<file path="config.mk">
export PLATFORM = sky130hd
export DESIGN_NAME = bounded_stack_with_search
export DESIGN_NICKNAME = d
export VERILOG_FILES = /design/src/rtl/core/bsws_pkg.sv /design/src/rtl/core/bsws_ram.sv /design/src/rtl/core/bsws_ctrl.sv /design/src/rtl/core/bsws_dpath.sv /design/src/rtl/core/bounded_stack_with_search.sv
export SDC_FILE = /design/constraint.sdc
export NUM_CORES = 1
export LEC_CHECK = 0
export BUFFER_PORTS_ARGS = -buffer_cell sky130_fd_sc_hd__buf_2
export CORE_ASPECT_RATIO = 2
export CORE_MARGIN = 4
export CORE_UTILIZATION = 50
export CTS_CLUSTER_SIZE = 8
export DETAILED_ROUTE_END_ITERATION = 12
export HOLD_SLACK_MARGIN = 0.15
export PLACE_DENSITY = 0.76
export SETUP_SLACK_MARGIN = 0.3
export SYNTH_ARGS = -nofsm -noshare
export SYNTH_HDL_FRONTEND = slang
export SYNTH_HIERARCHICAL = 1
export SYNTH_SLANG_ARGS = --single-unit
</file>
<file path="constraint.sdc">
create_clock -name clk_i -period 11.5 [get_ports clk_i]
set_clock_uncertainty 0.1 [all_clocks]
set_input_delay 1.725 -clock clk_i [delete_from_list [all_inputs] [get_ports clk_i]]
set_output_delay 1.725 -clock clk_i [all_outputs]
set_load 0.02 [all_outputs]
</file>
<file path="src/rtl/core/bsws_pkg.sv">
`timescale 1ns / 1ps

package bsws_pkg;

  // Field widths
  localparam int unsigned OP_W   = 3;
  localparam int unsigned DATA_W = 32;
  localparam int unsigned CAP_W  = 5;
  localparam int unsigned POS_W  = 4;
  localparam int unsigned STAT_W = 2;

  // Defaults
  localparam int unsigned DEPTH_DEFAULT = 16;
  localparam logic [CAP_W-1:0] CAP_RESET = 5'd16;

  // Operation codes
  localparam logic [OP_W-1:0] OP_PUSH   = 3'd0;
  localparam logic [OP_W-1:0] OP_POP    = 3'd1;
  localparam logic [OP_W-1:0] OP_BOTTOM = 3'd2;
  localparam logic [OP_W-1:0] OP_TOP    = 3'd3;
  localparam logic [OP_W-1:0] OP_SEARCH = 3'd4;
  localparam logic [OP_W-1:0] OP_LIST   = 3'd5;

  // Result status codes
  localparam logic [STAT_W-1:0] ST_OK       = 2'd0;
  localparam logic [STAT_W-1:0] ST_FULL     = 2'd1;
  localparam logic [STAT_W-1:0] ST_EMPTY    = 2'd2;
  localparam logic [STAT_W-1:0] ST_NOTFOUND = 2'd3;

  typedef struct packed {
    logic [OP_W-1:0]          operation;
    logic signed [DATA_W-1:0] value;
  } in_item_t;

  typedef struct packed {
    logic [STAT_W-1:0]        status;
    logic signed [DATA_W-1:0] data;
    logic [POS_W-1:0]         position;
    logic                     last;
  } out_item_t;

  typedef enum logic [1:0] {
    CTL_IDLE,
    CTL_EXEC,
    CTL_FLUSH
  } ctl_state_e;

  // What the datapath loads into the output register
  typedef enum logic [2:0] {
    EM_PUSH_OK,
    EM_FULL,
    EM_EMPTY,
    EM_POP_OK,
    EM_READ,
    EM_MATCH,
    EM_NOTFOUND
  } emit_e;

  typedef struct packed {
    logic  accept;
    logic  push_wr;
    logic  pop;
    logic  idx_inc;
    logic  idx_dec;
    logic  pend_set;
    logic  emit;
    emit_e kind;
    logic  last;
  } cmd_t;

  typedef struct packed {
    logic [OP_W-1:0] op;
    logic            empty;
    logic            full;
    logic            match;
    logic            idx_end;
    logic            idx_zero;
    logic            pend_valid;
    logic            out_free;
  } stat_t;

endpackage

</file>
<file path="src/rtl/core/bsws_ram.sv">
`timescale 1ns / 1ps

module bsws_ram #(
  parameter int unsigned WIDTH = 32,
  parameter int unsigned DEPTH = 16,
  localparam int unsigned AW = (DEPTH > 1) ? $clog2(DEPTH) : 1
) (
  input  logic             clk_i,
  input  logic             we_i,
  input  logic [AW-1:0]    waddr_i,
  input  logic [WIDTH-1:0] wdata_i,
  input  logic [AW-1:0]    raddr_i,
  output logic [WIDTH-1:0] rdata_o
);

  logic [WIDTH-1:0] mem_q [DEPTH];
  logic [WIDTH-1:0] rdata_q;

  // One write port, one registered read port
  always_ff @(posedge clk_i) begin
    if (we_i) begin
      mem_q[waddr_i] <= wdata_i;
    end
    rdata_q <= mem_q[raddr_i];
  end

  assign rdata_o = rdata_q;

endmodule

</file>
<file path="src/rtl/core/bsws_ctrl.sv">
`timescale 1ns / 1ps

module bsws_ctrl (
  input  logic                      clk_i,
  input  logic                      rst_ni,
  input  logic                      in_valid_i,
  input  logic [bsws_pkg::OP_W-1:0] in_op_i,
  input  bsws_pkg::stat_t           stat_i,
  output bsws_pkg::cmd_t            cmd_o,
  output logic                      busy_o
);

  bsws_pkg::ctl_state_e state_q, state_d;

  // State register
  always_ff @(posedge clk_i or negedge rst_ni) begin
    if (!rst_ni) begin
      state_q <= bsws_pkg::CTL_IDLE;
    end else begin
      state_q <= state_d;
    end
  end

  // Next state and commands
  always_comb begin
    state_d = state_q;
    cmd_o   = '0;
    cmd_o.kind = bsws_pkg::EM_EMPTY;
    case (state_q)
      bsws_pkg::CTL_IDLE: begin
        if (in_valid_i) begin
          cmd_o.accept = 1'b1;
          // unknown operations are taken and dropped
          if (in_op_i <= bsws_pkg::OP_LIST) begin
            state_d = bsws_pkg::CTL_EXEC;
          end
        end
      end
      bsws_pkg::CTL_EXEC: begin
        if (stat_i.op == bsws_pkg::OP_PUSH) begin
          if (stat_i.out_free) begin
            cmd_o.emit    = 1'b1;
            cmd_o.last    = 1'b1;
            cmd_o.kind    = stat_i.full ? bsws_pkg::EM_FULL : bsws_pkg::EM_PUSH_OK;
            cmd_o.push_wr = !stat_i.full;
            state_d       = bsws_pkg::CTL_IDLE;
          end
        end else if (stat_i.empty) begin
          if (stat_i.out_free) begin
            cmd_o.emit = 1'b1;
            cmd_o.last = 1'b1;
            cmd_o.kind = bsws_pkg::EM_EMPTY;
            state_d    = bsws_pkg::CTL_IDLE;
          end
        end else begin
          case (stat_i.op)
            bsws_pkg::OP_POP: begin
              if (stat_i.out_free) begin
                cmd_o.emit = 1'b1;
                cmd_o.last = 1'b1;
                cmd_o.kind = bsws_pkg::EM_POP_OK;
                cmd_o.pop  = 1'b1;
                state_d    = bsws_pkg::CTL_IDLE;
              end
            end
            bsws_pkg::OP_BOTTOM, bsws_pkg::OP_TOP: begin
              if (stat_i.out_free) begin
                cmd_o.emit = 1'b1;
                cmd_o.last = 1'b1;
                cmd_o.kind = bsws_pkg::EM_READ;
                state_d    = bsws_pkg::CTL_IDLE;
              end
            end
            bsws_pkg::OP_SEARCH: begin
              // a match is held back one step so the final one can carry last
              if (!(stat_i.match && stat_i.pend_valid && !stat_i.out_free)) begin
                cmd_o.pend_set = stat_i.match;
                cmd_o.emit     = stat_i.match && stat_i.pend_valid;
                cmd_o.kind     = bsws_pkg::EM_MATCH;
                if (stat_i.idx_end) begin
                  state_d = bsws_pkg::CTL_FLUSH;
                end else begin
                  cmd_o.idx_inc = 1'b1;
                end
              end
            end
            bsws_pkg::OP_LIST: begin
              if (stat_i.out_free) begin
                cmd_o.emit = 1'b1;
                cmd_o.last = stat_i.idx_zero;
                cmd_o.kind = bsws_pkg::EM_READ;
                if (stat_i.idx_zero) begin
                  state_d = bsws_pkg::CTL_IDLE;
                end else begin
                  cmd_o.idx_dec = 1'b1;
                end
              end
            end
            default: begin
              state_d = bsws_pkg::CTL_IDLE;
            end
          endcase
        end
      end
      bsws_pkg::CTL_FLUSH: begin
        if (stat_i.out_free) begin
          cmd_o.emit = 1'b1;
          cmd_o.last = 1'b1;
          cmd_o.kind = stat_i.pend_valid ? bsws_pkg::EM_MATCH : bsws_pkg::EM_NOTFOUND;
          state_d    = bsws_pkg::CTL_IDLE;
        end
      end
      default: begin
        state_d = bsws_pkg::CTL_IDLE;
      end
    endcase
  end

  assign busy_o = (state_q != bsws_pkg::CTL_IDLE);

endmodule

</file>
<file path="src/rtl/core/bsws_dpath.sv">
`timescale 1ns / 1ps

module bsws_dpath #(
  parameter int unsigned DEPTH = bsws_pkg::DEPTH_DEFAULT
) (
  input  logic                       clk_i,
  input  logic                       rst_ni,
  input  logic                       cfg_wr_en_i,
  input  logic [bsws_pkg::CAP_W-1:0] cfg_wr_data_i,
  input  bsws_pkg::in_item_t         in_data_i,
  output logic                       out_valid_o,
  input  logic                       out_stall_i,
  output bsws_pkg::out_item_t        out_data_o,
  input  bsws_pkg::cmd_t             cmd_i,
  output bsws_pkg::stat_t            stat_o
);

  localparam int unsigned AW   = (DEPTH > 1) ? $clog2(DEPTH) : 1;
  localparam int unsigned CW   = $clog2(DEPTH + 1);
  localparam int unsigned CMPW = (CW > bsws_pkg::CAP_W) ? CW : bsws_pkg::CAP_W;
  localparam int unsigned PW   = AW + bsws_pkg::POS_W;

  logic [bsws_pkg::CAP_W-1:0]  cap_q;
  logic [CW-1:0]               cnt_q, cnt_m1;
  logic [bsws_pkg::OP_W-1:0]   op_q;
  logic [bsws_pkg::DATA_W-1:0] key_q;
  logic [AW-1:0]               idx_q, idx_d;
  logic                        pend_valid_q;
  logic [AW-1:0]               pend_pos_q;
  logic                        out_valid_q;
  bsws_pkg::out_item_t         out_q, out_d;
  logic [bsws_pkg::DATA_W-1:0] rdata;
  logic [CMPW-1:0]             cap_ext, cap_eff, depth_c;
  logic                        full, out_free;

  // Entry index to the fixed 4-bit position field
  function automatic logic [bsws_pkg::POS_W-1:0] pos_of(input logic [AW-1:0] a);
    logic [PW-1:0] e;
    e = PW'(a);
    return e[bsws_pkg::POS_W-1:0];
  endfunction

  assign cnt_m1 = cnt_q - 1'b1;

  // Capacity clamped to 1..DEPTH
  assign cap_ext = CMPW'(cap_q);
  assign depth_c = CMPW'(DEPTH);
  always_comb begin
    if (cap_q == '0) begin
      cap_eff = CMPW'(1);
    end else if (cap_ext > depth_c) begin
      cap_eff = depth_c;
    end else begin
      cap_eff = cap_ext;
    end
  end
  assign full = (CMPW'(cnt_q) >= cap_eff);

  // Capacity register and entry count
  always_ff @(posedge clk_i or negedge rst_ni) begin
    if (!rst_ni) begin
      cap_q <= bsws_pkg::CAP_RESET;
      cnt_q <= '0;
    end else begin
      if (cfg_wr_en_i) begin
        cap_q <= cfg_wr_data_i;
      end
      if (cmd_i.push_wr) begin
        cnt_q <= cnt_q + 1'b1;
      end else if (cmd_i.pop) begin
        cnt_q <= cnt_m1;
      end
    end
  end

  // Scan index; the RAM reads at the next index so data lines up with idx_q
  always_comb begin
    idx_d = idx_q;
    if (cmd_i.accept) begin
      if (in_data_i.operation == bsws_pkg::OP_TOP ||
          in_data_i.operation == bsws_pkg::OP_LIST) begin
        idx_d = cnt_m1[AW-1:0];
      end else begin
        idx_d = '0;
      end
    end else if (cmd_i.idx_inc) begin
      idx_d = idx_q + 1'b1;
    end else if (cmd_i.idx_dec) begin
      idx_d = idx_q - 1'b1;
    end
  end

  // Item latch and scan index
  always_ff @(posedge clk_i) begin
    if (cmd_i.accept) begin
      op_q  <= in_data_i.operation;
      key_q <= in_data_i.value;
    end
    idx_q <= idx_d;
    if (cmd_i.pend_set) begin
      pend_pos_q <= idx_q;
    end
  end

  // Held-back search match
  always_ff @(posedge clk_i or negedge rst_ni) begin
    if (!rst_ni) begin
      pend_valid_q <= 1'b0;
    end else if (cmd_i.accept) begin
      pend_valid_q <= 1'b0;
    end else if (cmd_i.pend_set) begin
      pend_valid_q <= 1'b1;
    end
  end

  bsws_ram #(
    .WIDTH (bsws_pkg::DATA_W),
    .DEPTH (DEPTH)
  ) u_ram (
    .clk_i   (clk_i),
    .we_i    (cmd_i.push_wr),
    .waddr_i (cnt_q[AW-1:0]),
    .wdata_i (key_q),
    .raddr_i (idx_d),
    .rdata_o (rdata)
  );

  // Output register
  assign out_free = !out_valid_q || !out_stall_i;

  always_ff @(posedge clk_i or negedge rst_ni) begin
    if (!rst_ni) begin
      out_valid_q <= 1'b0;
    end else if (cmd_i.emit) begin
      out_valid_q <= 1'b1;
    end else if (!out_stall_i) begin
      out_valid_q <= 1'b0;
    end
  end

  // Next result beat
  always_comb begin
    out_d        = '0;
    out_d.status = bsws_pkg::ST_OK;
    out_d.last   = cmd_i.last;
    case (cmd_i.kind)
      bsws_pkg::EM_PUSH_OK: out_d.position = pos_of(cnt_q[AW-1:0]);
      bsws_pkg::EM_FULL:    out_d.status   = bsws_pkg::ST_FULL;
      bsws_pkg::EM_EMPTY:   out_d.status   = bsws_pkg::ST_EMPTY;
      bsws_pkg::EM_POP_OK:  out_d.position = pos_of(cnt_m1[AW-1:0]);
      bsws_pkg::EM_READ: begin
        out_d.data     = rdata;
        out_d.position = pos_of(idx_q);
      end
      bsws_pkg::EM_MATCH:    out_d.position = pos_of(pend_pos_q);
      bsws_pkg::EM_NOTFOUND: out_d.status   = bsws_pkg::ST_NOTFOUND;
      default:               out_d.status   = bsws_pkg::ST_EMPTY;
    endcase
  end

  always_ff @(posedge clk_i) begin
    if (cmd_i.emit) begin
      out_q <= out_d;
    end
  end

  assign out_valid_o = out_valid_q;
  assign out_data_o  = out_q;

  // Status to the controller
  assign stat_o.op         = op_q;
  assign stat_o.empty      = (cnt_q == '0);
  assign stat_o.full       = full;
  assign stat_o.match      = (rdata == key_q);
  assign stat_o.idx_end    = (idx_q == cnt_m1[AW-1:0]);
  assign stat_o.idx_zero   = (idx_q == '0);
  assign stat_o.pend_valid = pend_valid_q;
  assign stat_o.out_free   = out_free;

`ifndef SYNTH
  a_cnt_bound: assert property (@(posedge clk_i) disable iff (!rst_ni)
    CMPW'(cnt_q) <= depth_c)
    else $error("entry count above depth");
  a_push_not_full: assert property (@(posedge clk_i) disable iff (!rst_ni)
    cmd_i.push_wr |-> !full)
    else $error("push written while full");
  a_pop_not_empty: assert property (@(posedge clk_i) disable iff (!rst_ni)
    cmd_i.pop |-> (cnt_q != '0))
    else $error("pop on empty stack");
  a_emit_free: assert property (@(posedge clk_i) disable iff (!rst_ni)
    cmd_i.emit |-> out_free)
    else $error("result overwrote a waiting beat");
`endif

endmodule

</file>
<file path="src/rtl/core/bounded_stack_with_search.sv">
`timescale 1ns / 1ps
// Channel  | Handshake              | Beat
// ---------+------------------------+--------------------------------------
// cfg      | cfg_wr_en_i            | cfg_wr_data_i: capacity
// in       | in_valid_i / in_stall_o | in_data_i: operation, value
// out      | out_valid_o / out_stall_i | out_data_o: status, data, position, last
//
// One operation at a time; in_stall_o is high from accept until its last beat
// is loaded into the output register. Search and list walk the entry RAM
// through its single registered read port, one entry per cycle unless a
// result beat has to wait for a stalled output.
// Reset empties the stack and sets capacity to 16; RAM contents are not cleared.
// A stalled output holds the scan only when a new beat is due and the waiting beat has not been taken.

module bounded_stack_with_search #(
  parameter int unsigned DEPTH = bsws_pkg::DEPTH_DEFAULT
) (
  input  logic                       clk_i,
  input  logic                       rst_ni,
  input  logic                       cfg_wr_en_i,
  input  logic [bsws_pkg::CAP_W-1:0] cfg_wr_data_i,
  input  logic                       in_valid_i,
  output logic                       in_stall_o,
  input  bsws_pkg::in_item_t         in_data_i,
  output logic                       out_valid_o,
  input  logic                       out_stall_i,
  output bsws_pkg::out_item_t        out_data_o
);

  bsws_pkg::cmd_t  cmd;
  bsws_pkg::stat_t stat;

  bsws_ctrl u_ctrl (
    .clk_i      (clk_i),
    .rst_ni     (rst_ni),
    .in_valid_i (in_valid_i),
    .in_op_i    (in_data_i.operation),
    .stat_i     (stat),
    .cmd_o      (cmd),
    .busy_o     (in_stall_o)
  );

  bsws_dpath #(
    .DEPTH (DEPTH)
  ) u_dpath (
    .clk_i         (clk_i),
    .rst_ni        (rst_ni),
    .cfg_wr_en_i   (cfg_wr_en_i),
    .cfg_wr_data_i (cfg_wr_data_i),
    .in_data_i     (in_data_i),
    .out_valid_o   (out_valid_o),
    .out_stall_i   (out_stall_i),
    .out_data_o    (out_data_o),
    .cmd_i         (cmd),
    .stat_o        (stat)
  );

endmodule

</file>
Word level (Yosys, flattened, before mapping)
Memory sizes are Yosys's and may differ from the RTL's. A register that Yosys moved wholly into a read port is not among the register bits.
Cells that the tools add are included.

cells by class
  add/sub/neg operators = 4
  multipliers = 0
  div/mod/pow operators = 0
  $lt $le $gt $ge = 3
  eq/ne operators = 23
  shift operators = 0
  muxes and demuxes = 57
  bitwise operators = 0
  reductions and logical operators = 21

operator list
  kind                                               number
  2-to-1 mux 5 bit                                   14
  == test 32 bit                                     1
  one-hot mux 4 bit (4 select lines)                 2
  2-to-1 mux 4 bit                                   6
  2-to-1 mux 1 bit                                   20
  2-to-1 mux 2 bit                                   10
  == test 3 bit (second input constant)              6
  one-hot mux 2 bit (3 select lines)                 3
  == test 3 x 2 -> 1 bit (second input constant)     4
  zero test 5 bit                                    2
  != test 5 x 3 -> 1 bit (second input constant)     2
  != test 5 x 4 -> 1 bit (second input constant)     2
  one-hot mux 5 bit (2 select lines)                 1
  == test 3 x 1 -> 1 bit (second input constant)     2
  zero test 3 bit                                    2
  AND reduction 6 bit                                1
  nonzero test 2 bit                                 3
  adder 5 x 1 -> 5 bit (second input constant)       1
  >= comparator 5 bit                                1
  > comparator 5 bit (second input constant)         1
  subtractor 5 x 1 -> 5 bit (second input constant)  1
  adder 4 x 1 -> 4 bit (second input constant)       1
  == test 4 bit                                      1
  zero test 1 bit                                    4
  14 further kinds                                   17

storage, ports and cells
  register bits = 96
  latch bits = 0
  memory bits (writable) = 512
  ROM bits = 0
  output and inout bits = 41
  memories kept = 1

memories
  name                 words  width  rd ports  clocked after Yosys merged registers in  write ports  RTL line        RTL
  u_dpath.u_ram.mem_q  16     32     1         1                                        1            bsws_ram.sv:16  logic [WIDTH-1:0] mem_q [DEPTH];

Longest topological paths before layout
Gate-level depths: netlist (run 1).

  depth in word-level cells = 12
  gate-level depth with buffers = 17
  gate-level depth less buffers = 15

By module
Netlist (run 1), hierarchy kept.

by module, submodules not included
  module      instances  cells each  area each (µm²)
  bsws_ram    1          838         19835.3
  bsws_dpath  1          289         4129.0
  bsws_ctrl   1          70          528.0

Worst setup path after synthesis (run 1)
OpenSTA, ideal clock, no wires.

  kind = input-to-reg
  start point = input out_stall_i
  end point = memory u_dpath.u_ram.mem_q[0][0] (enable)
  setup time = 0.461 ns
  arrival = 5.439 ns
  slack = 5.500 ns
  stages on the path = 7
  buffers on the path = 2
  cell sequence = nand2_1 -> buf_4 -> buf_4 -> nand2_1 -> nor3b_1 -> or3b_2 -> nor3_1

RTL lines
  what         RTL line                         RTL
  from (decl)  bounded_stack_with_search.sv:26  input logic out_stall_i,
  to (decl)    bsws_ram.sv:16

==> results.toml, run 1 <==
[placement]
dp_hpwl_um = 28700
globalplace.congestion = 0.824
io_buffer_count = 85

[timing]
max_freq_mhz = 170
finalCritPeriodShare = 0.513
maxSlewViolCount = 0
slew_headroom = 0.232
setup_tns_ns = 0
grt_setup_unrepaired = "false"
finalSetupViolations = 0
tightest_slew_ns = 1.15
finalHoldViolCount = 0
min_period_ns = 5.90

[worst_setup_path]
reg2reg_setup_slack_ns = 5.60
slowest_delay_ns = 0.88
rr_startpoint = "u_dpath/cnt_q[0]"
end_kind = "register"
cp.arrival_ns = 6.27
cp_slowest_cell = "buf_4"
cpLargestDelayFamily = "buffers and inverters"
critPathKind = "reg -> reg"
setup.worst_path.start = "u_dpath/cnt_q[0]"
critPathBufInv = 3
r2r_end = "u_dpath/u_ram/rdata_o[12]"
crit_path_start_kind = "register"
timing.critical_path.mode_cell = "buf_4"
worstPathRequired_ns = 11.87
crit_fanout = 66
cp_cell_sequence = "inv_1 > ha_1 > xnor2_2 > xnor2_1 > nor4_2 > nor4_1 > a221oi_1 > o22ai_4 > buf_4 > buf_4 > mux4_2 > a22oi_1 > nand2_1"
ff2ff_path_depth = 13

[synthesis]
synth.largest_area_cell = "edfxtp_1"
ys_types = 65
syn_inst = 1197
synth_top_area_share = 0.723
synth_edf_count = 590
syn_nets = 1256
ys_seq_area_frac = 0.767
syn_avg_cell_area_sq_um = 20.5
yosys_warnings = 6
async_reset_ff_frac = 0.0219
synth-main-ff-cell = "edfxtp_1"
ys_ff_latch = 640
syn_area_sq_mm = 0.0245
netlist_top_cells_area = "edfxtp_1 72%, mux4_2 12%, dfxtp_1 2.9%"

[grt]
antenna_found_initial = 0
overflow = 0
top_usage_layer = "met2"
grt_pass1_wl_um = 84700
grtUsageTotal = 0.222
gr-usage-met1 = 0.281
use_met2 = 0.378
grt_max_degree = 130
first_global_vias = 13100
use_met3 = 0.0354

[floorplan]
start_util = 0.507
die_h_um = 321
num_io_pins = 86
dieArea_sq_mm = 0.0528
core_area_sq_mm = 0.0484
row_count = 114
dieWidth_um = 165

[cts]
ctsHoldBuffers = 0
clk_latency_ns = 0.62
clock-sinks = 640
htree_levels = 3
cts-resized-gates = 0
numCtsBuffers = 89
post_cts_buffers = 0
cts_tree = "yes"
root_buffer = "clkbuf_16"
cts_buffer_depth = 3
clk_pin_slew_ns = 0.05

[drt]
post_drt_wl_per_cell_um = 27.9
firstDrtPassIters = 5
drcViolationCount = 0
routed_wl_um = 57100
vias = 12400
drt_iter0_markers = 1253
post_drt_via_cell_ratio = 6.08
antenna_left = 0

[pwr]
ir_drop_v = 0.000260
leakage_uw = 0.00925
p_per_area_mw_per_mm2 = 252
power_uw = 7130

[worst_hold_path]
min_path_cells = 1
hold_start = "u_dpath/cap_ext[0]"
hp-class = "reg -> reg"
hold-path-endpoint = "u_dpath/cap_ext[0]"

[final_layout]
fin_util = 0.586
drive_gt1_frac = 0.265
layout.nets = 1396
antenna_cells = 0
area.growth.synth_to_final_pct = 15.6

[outcome]
status = "completed"

[job]
drv_cap = 0
-- through the flow --
stage	cell area (sq um)	setup WS [ns]	hold slack (ns)	cells
floorplan	24500	5.50	0.361	1197
finish	28300	5.60	0.410	2047
detailed placement	25800	5.45	0.402	1884
global placement	25800	5.64	0.393	1884
CTS	28300	5.63	0.413	2047
global route	28300	5.25	0.422	2047
-- state kept, by name, indices dropped and copies added, names as in the netlist --
name	cells
u_dpath/pend_valid_q	1
u_dpath/u_ram/rdata_o	32
u_dpath/out_valid_o	1
u_dpath/cap_ext	5
u_dpath/key_q	32
u_dpath/pend_pos_q	4
u_dpath/idx_q	4
u_dpath/cnt_q	5
u_dpath/out_data_o	39
u_dpath/op_q	3
u_ctrl/state_q	2
u_dpath/u_ram/mem_q	512
-- power breakdown --
group          switching (uW)  internal, uW  leakage [uW]
Combinational             972           751       0.00222
Clock                     911          1470       0.00122
Sequential                216          2810       0.00581
-- layout by cell type (no fill, tap or decap), types with 11 or more instances in the layout --
cell / n
a22oi_1: 65
and3_1: 32
buf_2: 85
buf_4: 24
clkbuf_1: 69
clkbuf_16: 91
dfrtp_1: 13
dfxtp_1: 36
edfxtp_1: 590
ha_1: 14
inv_1: 13
mux4_2: 128
nand2_1: 57
nor2_1: 17
nor2_4: 14
nor4_1: 11
xor2_1: 36
-- cells by family (layout without fill, tap and decap cells) --
kind of cell,after synthesis,after routing,share of synthesized area
AND/OR/NAND/NOR,173,173,0.0377
buffers and inverters,74,286,0.0150
flip-flops,640,640,0.767
adder cells (fa/ha/maj),14,14,0.00715
multiplexers,138,138,0.122
AO/OA/AOI/OAI,110,110,0.0332
XOR/XNOR,48,48,0.0178
-- cell usage after synthesis (14+ instances only) --
master,n
a22oi_1,65
and3_1,32
buf_4,15
clkbuf_1,24
dfxtp_1,36
edfxtp_1,590
ha_1,14
mux4_2,128
nand2_1,57
nor2_1,30
xor2_1,36
-- layout make-up --
cell class,instances,area (sq um)
tap,638,798
timing repair buffer,110,626
fill,3370,20000
clock buffer,160,2540
clock inverter,3,26.3
sequential,640,18800
multi-input combinational,483,5500
inverter,13,48.8
-- worst max path at each step --
stage	to	cells past startpoint	slack, ns
after CTS	u_dpath/u_ram/rdata_o[12]	13	5.63
after global placement	u_dpath/u_ram/rdata_o[8]	11	5.64
after detailed placement	u_dpath/u_ram/rdata_o[8]	11	5.45
final	u_dpath/u_ram/rdata_o[12]	13	5.60
after floorplan	u_dpath/u_ram/mem_q[0][0]	7	5.50
after global routing	u_dpath/u_ram/rdata_o[12]	13	5.25
-- routing by layer --
metal,wire (um),up-vias
met1,20300,6448
met5,0,-
met2,30000,653
met3,4380,142
met4,2400,0
li1,-,5197
Note: power is estimated with default switching activity, not from simulation.
==> run 2, diff against run 1 <==
ABC_AREA = 1   (was unset)
PLACE_DENSITY = 0.75   (was 0.76)
clock period = 5.8 ns   (was 11.5 ns; I/O delays follow)
==> results.toml, run 2 <==
[placement]
globalplace.congestion = 0.887
io_buffer_count = 85
dp_hpwl_um = 38000
placed_cell_area_sq_mm = 0.0289

[synthesis]
syn_nets = 2741
synth_top_family_by_area = "simple AND/OR/NAND/NOR gates"
synth_edf_count = 590
synth-main-ff-cell = "edfxtp_1"
synth-simple-area-share = 0.207
synth_fa_ha_area_frac = 0.00633
netlist_top_cells_count = "846 x nand2_1, 590 x edfxtp_1, 481 x inv_1"
syn_area_sq_mm = 0.0277
syn_avg_cell_area_sq_um = 10.3
syn_inst = 2682
synth_most_common_cell = "nand2_1"
netlist_top_cells_area = "edfxtp_1 64%, nand2_1 11%, nand3_1 7.3%"
yosys_warnings = 6
synth_mux_area_frac = 0.00122
synth_top_area_share = 0.640
ys_types = 42
synth_xor_area_frac = 0.00402
synth_compound_area_frac = 0.00904
synth.largest_area_cell = "edfxtp_1"
async_reset_ff_frac = 0.0219
ys_seq_area_frac = 0.679
ys_ff_latch = 640

[floorplan]
dieArea_sq_mm = 0.0594
start_util = 0.507
die_h_um = 341
row_count = 121
core_area_sq_mm = 0.0547
dieWidth_um = 174
num_io_pins = 86

[final_layout]
drive_gt1_frac = 0.0936
final_common_cell = "nand2_1"
n_fill_cell = 4252
most-common-layout-cells = "845 x nand2_1, 590 x edfxtp_1, 479 x inv_1"
area.growth.synth_to_final_pct = 13.7
largest_register = "u_dpath/u_ram/mem_q"
stdcell_area_sq_mm = 0.0315
largest_reg_flops = 512
layout.nets = 2842

[timing]
slew_headroom = 0.270
finalCritPeriodShare = 0.887
holdWs_ns = 0.325
max_freq_mhz = 194
tightest_slew_ns = 1.09
grt_setup_unrepaired = "false"
setup_tns_ns = 0
min_period_ns = 5.14
maxSlewViolCount = 0
finalSetupViolations = 0
finalHoldViolCount = 0

[outcome]
status = "completed"

[pwr]
power_uw = 15400
p_per_area_mw_per_mm2 = 488
leakage_uw = 0.0135
ir_drop_v = 0.000606

[worst_setup_path]
critPathKind = "reg -> reg"
ff2ff_path_depth = 19
end_kind = "register"
crit_path_start_kind = "register"
worstPathRequired_ns = 6.26
crit_fanout = 84
rr_startpoint = "u_dpath/cnt_q[0]"
reg2reg_setup_slack_ns = 0.66
cp.arrival_ns = 5.60
r2r_end = "u_dpath/u_ram/rdata_o[16]"

[grt]
grt_max_degree = 152
antenna_found_initial = 1
grtUsageTotal = 0.232
overflow = 0
grt_pass1_wl_um = 106000
first_global_vias = 19700

[cts]
clk_pin_slew_ns = 0.06
root_buffer = "clkbuf_16"
htree_levels = 3
numCtsBuffers = 89
post_cts_buffers = 0
clk_latency_ns = 0.62
cts_tree = "yes"
cts_buffer_depth = 3
clock-sinks = 640

[worst_hold_path]
hp-class = "in -> reg"
min_path_cells = 1
hold_start = "in_data_i[19]"
hold-path-endpoint = "u_dpath/key_q[19]"

[drt]
routed_wl_um = 69700
antenna_left = 0
vias = 19400
post_drt_via_cell_ratio = 5.41
firstDrtPassIters = 7
drt_iter0_markers = 1712
drcViolationCount = 0
post_drt_wl_per_cell_um = 19.4

[job]
drv_cap = 0
[run 2: cell type report]
cell class	count	area [sq um]	area share
inverter	488	1840	0.0585
clock inverter	2	17.5	0.000557
antenna	1	2.50	0.0000795
multi-input combinational	1439	6480	0.206
tap	738	923	0.0293
sequential	640	18800	0.597
timing repair buffer	125	853	0.0271
clock buffer	158	2570	0.0817
[run 2: routing by layer]
metal / GRT usage / vias up / share of wire / routed length (um)
met5: 0 / - / 0 / 0
met4: 0.131 / 0 / 0.055 / 3820
met3: 0.0366 / 238 / 0.082 / 5750
met2: 0.423 / 1008 / 0.52 / 36500
met1: 0.255 / 9326 / 0.34 / 23600
li1: - / 8843 / - / -
[run 2: power by group]
| part | leakage, uW | internal [uW] | switching, uW | total [uW] |
|---|---|---|---|---|
| Sequential | 0.00582 | 5570 | 360 | 5930 |
| Combinational | 0.00646 | 1340 | 3290 | 4630 |
| Clock | 0.00123 | 2960 | 1840 | 4800 |
[run 2: kinds of logic after synthesis]
logic type,Yosys count
buf+inv,603
fa+ha+maj,14
simple gates,1368
flops,640
xor+xnor,11
mux,3
compound gates,43
[run 2: worst max-delay path: stages (launching register included)]
cell,delay [ns]
dfrtp_1,0.65
inv_2,0.16
ha_1,0.30
xnor2_1,0.41
nand2_1,0.11
nand4_1,0.12
a21oi_1,0.07
nor4_1,0.48
inv_1,0.18
nand2_1,0.12
inv_1,0.06
nand2_1,0.06
o2111ai_1,0.15
o21ai_4,0.09
buf_4,0.50
buf_4,0.91
nand3_1,0.18
nand3_1,0.16
nand3_1,0.11
nand2_1,0.08
[run 2: worst max-delay path by stage]
stage	slack, ns	endpoint	from
2_1_floorplan	1.72	u_dpath/u_ram/mem_q[12][0]	u_dpath/cap_ext[4]
4_1_cts	0.73	u_dpath/u_ram/rdata_o[7]	u_dpath/cnt_q[0]
6_report	0.66	u_dpath/u_ram/rdata_o[16]	u_dpath/cnt_q[0]
3_3_place_gp	1.06	u_dpath/u_ram/rdata_o[24]	u_dpath/cnt_q[0]
5_1_grt	0.39	u_dpath/u_ram/rdata_o[7]	u_dpath/cnt_q[0]
3_5_place_dp	0.78	u_dpath/u_ram/rdata_o[7]	u_dpath/cnt_q[0]
[run 2: repair_timing]
item,in CTS,in global routing
resized for setup,0,0
hold endpoints to repair,13,0
hold buffers,1,0
[run 2: stage by stage]
stage                     utilization  worst slack [ns]  std cells
final                           0.576             0.656       3591
after global routing            0.576             0.391       3591
after CTS                       0.576             0.729       3590
after detailed placement        0.528             0.784       3429
after global placement          0.528              1.06       3429
after floorplan                     -              1.72       2682
==> run 3, diff against run 2 <==
ABC_CLOCK_PERIOD_IN_PS = 4300   (was unset)
PLACE_DENSITY = 0.78   (was 0.75)
clock period = 4.3 ns   (was 5.8 ns; I/O delays follow)
==> results.toml, run 3 (synthesis results as in run 2) <==
[outcome]
status = "completed"

[placement]
dp_hpwl_um = 40000
globalplace.congestion = 0.836
io_buffer_count = 85
placed_cell_area_sq_mm = 0.0294
dpl.cell_count = 3473

[pwr]
ir_drop_v = 0.000530
leakage_uw = 0.0141
p_per_area_mw_per_mm2 = 654

[timing]
tightest_slew_ns = 0.861
slew_headroom = 0.423
min_period_ns = 3.83
holdWs_ns = 0.156
finalSetupViolations = 0
max_freq_mhz = 261
grt_setup_unrepaired = "false"
finalHoldViolCount = 0
maxSlewViolCount = 0
setup_tns_ns = 0
finalCritPeriodShare = 0.891

[final_layout]
layout.cells.non_filler = 3695
area.growth.synth_to_final_pct = 17.5
multi_input_area_sq_mm = 0.00648
stdcell_area_sq_mm = 0.0325
n_fill_cell = 4080
final_common_cell = "nand2_1"
largest_reg_flops = 512
most-common-layout-cells = "846 x nand2_1, 590 x edfxtp_1, 479 x inv_1"
regArea_sq_mm = 0.0188
layout.nets = 2948
largest_register = "u_dpath/u_ram/mem_q"
fin_util = 0.595
drive_gt1_frac = 0.115
antenna_cells = 0

[cts]
numCtsBuffers = 89
cts_tree = "yes"
htree_levels = 3
cts_buffer_depth = 3
clk_latency_ns = 0.62
clk_pin_slew_ns = 0.05
clock-sinks = 640
root_buffer = "clkbuf_16"

[worst_setup_path]
cpLargestDelayFamily = "simple AND/OR/NAND/NOR gates"
worstPathRequired_ns = 4.69
timing.critical_path.mode_cell = "nand2_1"
critPathBufInv = 3
crit_path_start_kind = "register"
crit_fanout = 36
cp.arrival_ns = 4.22
slowest_delay_ns = 0.50
critPathKind = "reg -> reg"
cp_cell_sequence = "nand2_1 > nand2_1 > nor2_1 > nand2_1 > nor2_1 > nand2_1 > nor2_2 > nand3_1 > nand2_2 > nor4_2 > inv_1 > nand2_1 > a21oi_1 > o21ai_0 > o21ai_4 > buf_12 > buf_12 > nand2_1 > nand3_1 > nand3_1 > nand3_1 > nand2_1"
end_kind = "register"
cp_slowest_cell = "edfxtp_1"

[worst_hold_path]
hp-class = "in -> reg"

[job]
drv_cap = 0

[grt]
grt_max_degree = 77
first_global_vias = 20100
grt_pass1_wl_um = 107000
grtUsageTotal = 0.233
antenna_found_initial = 0
overflow = 0

[floorplan]
start_util = 0.507
dieWidth_um = 174
dieArea_sq_mm = 0.0594
row_count = 121
die_h_um = 341
core_area_sq_mm = 0.0547
num_io_pins = 86

[drt]
drcViolationCount = 0
vias = 19700
drt_iter0_markers = 2021
antenna_left = 0
routed_wl_um = 71200
post_drt_wl_per_cell_um = 19.3
firstDrtPassIters = 8
post_drt_via_cell_ratio = 5.34
[run 3: cell types whose count changed in the layout (fill, tap and decap cells not counted), sizes merged]
cell         delta
dlygate4sd3    +34
diode           -1
inv             +1
clkinv          -1
buf            +71
[run 3: worst reg2reg max path, stage by stage, from the launching register on]
cell and delay (ns):
edfxtp_1 0.50, nand2_1 0.12, nand2_1 0.06, nor2_1 0.19
nand2_1 0.19, nor2_1 0.19, nand2_1 0.10, nor2_2 0.21
nand3_1 0.15, nand2_2 0.14, nor4_2 0.07, inv_1 0.14
nand2_1 0.08, a21oi_1 0.13, o21ai_0 0.17, o21ai_4 0.18
buf_12 0.24, buf_12 0.23, nand2_1 0.11, nand3_1 0.11
nand3_1 0.10, nand3_1 0.13, nand2_1 0.07
[run 3: per-layer routing]
metal / GRT usage / wire, um / vias to the layer above
li1: - / - / 9056
met1: 0.247 / 23200 / 9288
met2: 0.429 / 37700 / 1114
met3: 0.0418 / 6200 / 261
met4: 0.135 / 4080 / 0
met5: 0 / 0 / -
[run 3: path summary, 6_finish.rpt]
kind	from	endpoint	slack [ns]	cells after the start
worst max-delay path	u_dpath/key_q[16]	u_dpath/u_ram/rdata_o[11]	0.47	22
worst min-delay path	in_data_i[5]	u_dpath/key_q[5]	0.16	1
worst max register to register	u_dpath/key_q[16]	u_dpath/u_ram/rdata_o[11]	0.47	22
worst min register to register	u_dpath/cnt_q[4]	u_dpath/cnt_q[4]	0.41	1
max in group asynchronous	rst_ni	u_dpath/cap_ext[4]	3.41	2
min in group asynchronous	rst_ni	u_ctrl/state_q[1]	0.37	2
[run 3: per-stage QoR]
| step | setup slack [ns] | total power, uW |
|---|---|---|
| 2_1_floorplan | 0.217 | 12600 |
| 3_3_place_gp | 0.530 | 14400 |
| 3_5_place_dp | 0.360 | 14600 |
| 4_1_cts | 0.327 | 21100 |
| 5_1_grt | 0.295 | 22300 |
| 6_report | 0.467 | 21300 |
[run 3: timing repair]
action,in CTS,in global routing
hold endpoints to repair,47,1
hold buffers,34,1
setup endpoints to repair,0,59
gates resized for setup,0,3
buffers inserted,0,27
[run 3: power by group]
| group | switching, uW | total (uW) | leakage, uW | internal (uW) |
|---|---|---|---|---|
| registers | 334 | 7840 | 0.00582 | 7510 |
| clock network | 2490 | 6470 | 0.00123 | 3990 |
| logic | 4730 | 6940 | 0.00703 | 2210 |
[run 3: cell type report]
cell class                      instances  share of cell area
Clock buffer                          157              0.0789
Clock inverter                          2            0.000539
Inverter                              488              0.0566
Multi-Input combinational cell       1439               0.199
Sequential cell                       640               0.578
Tap cell                              738              0.0284
Timing Repair Buffer                  231              0.0585
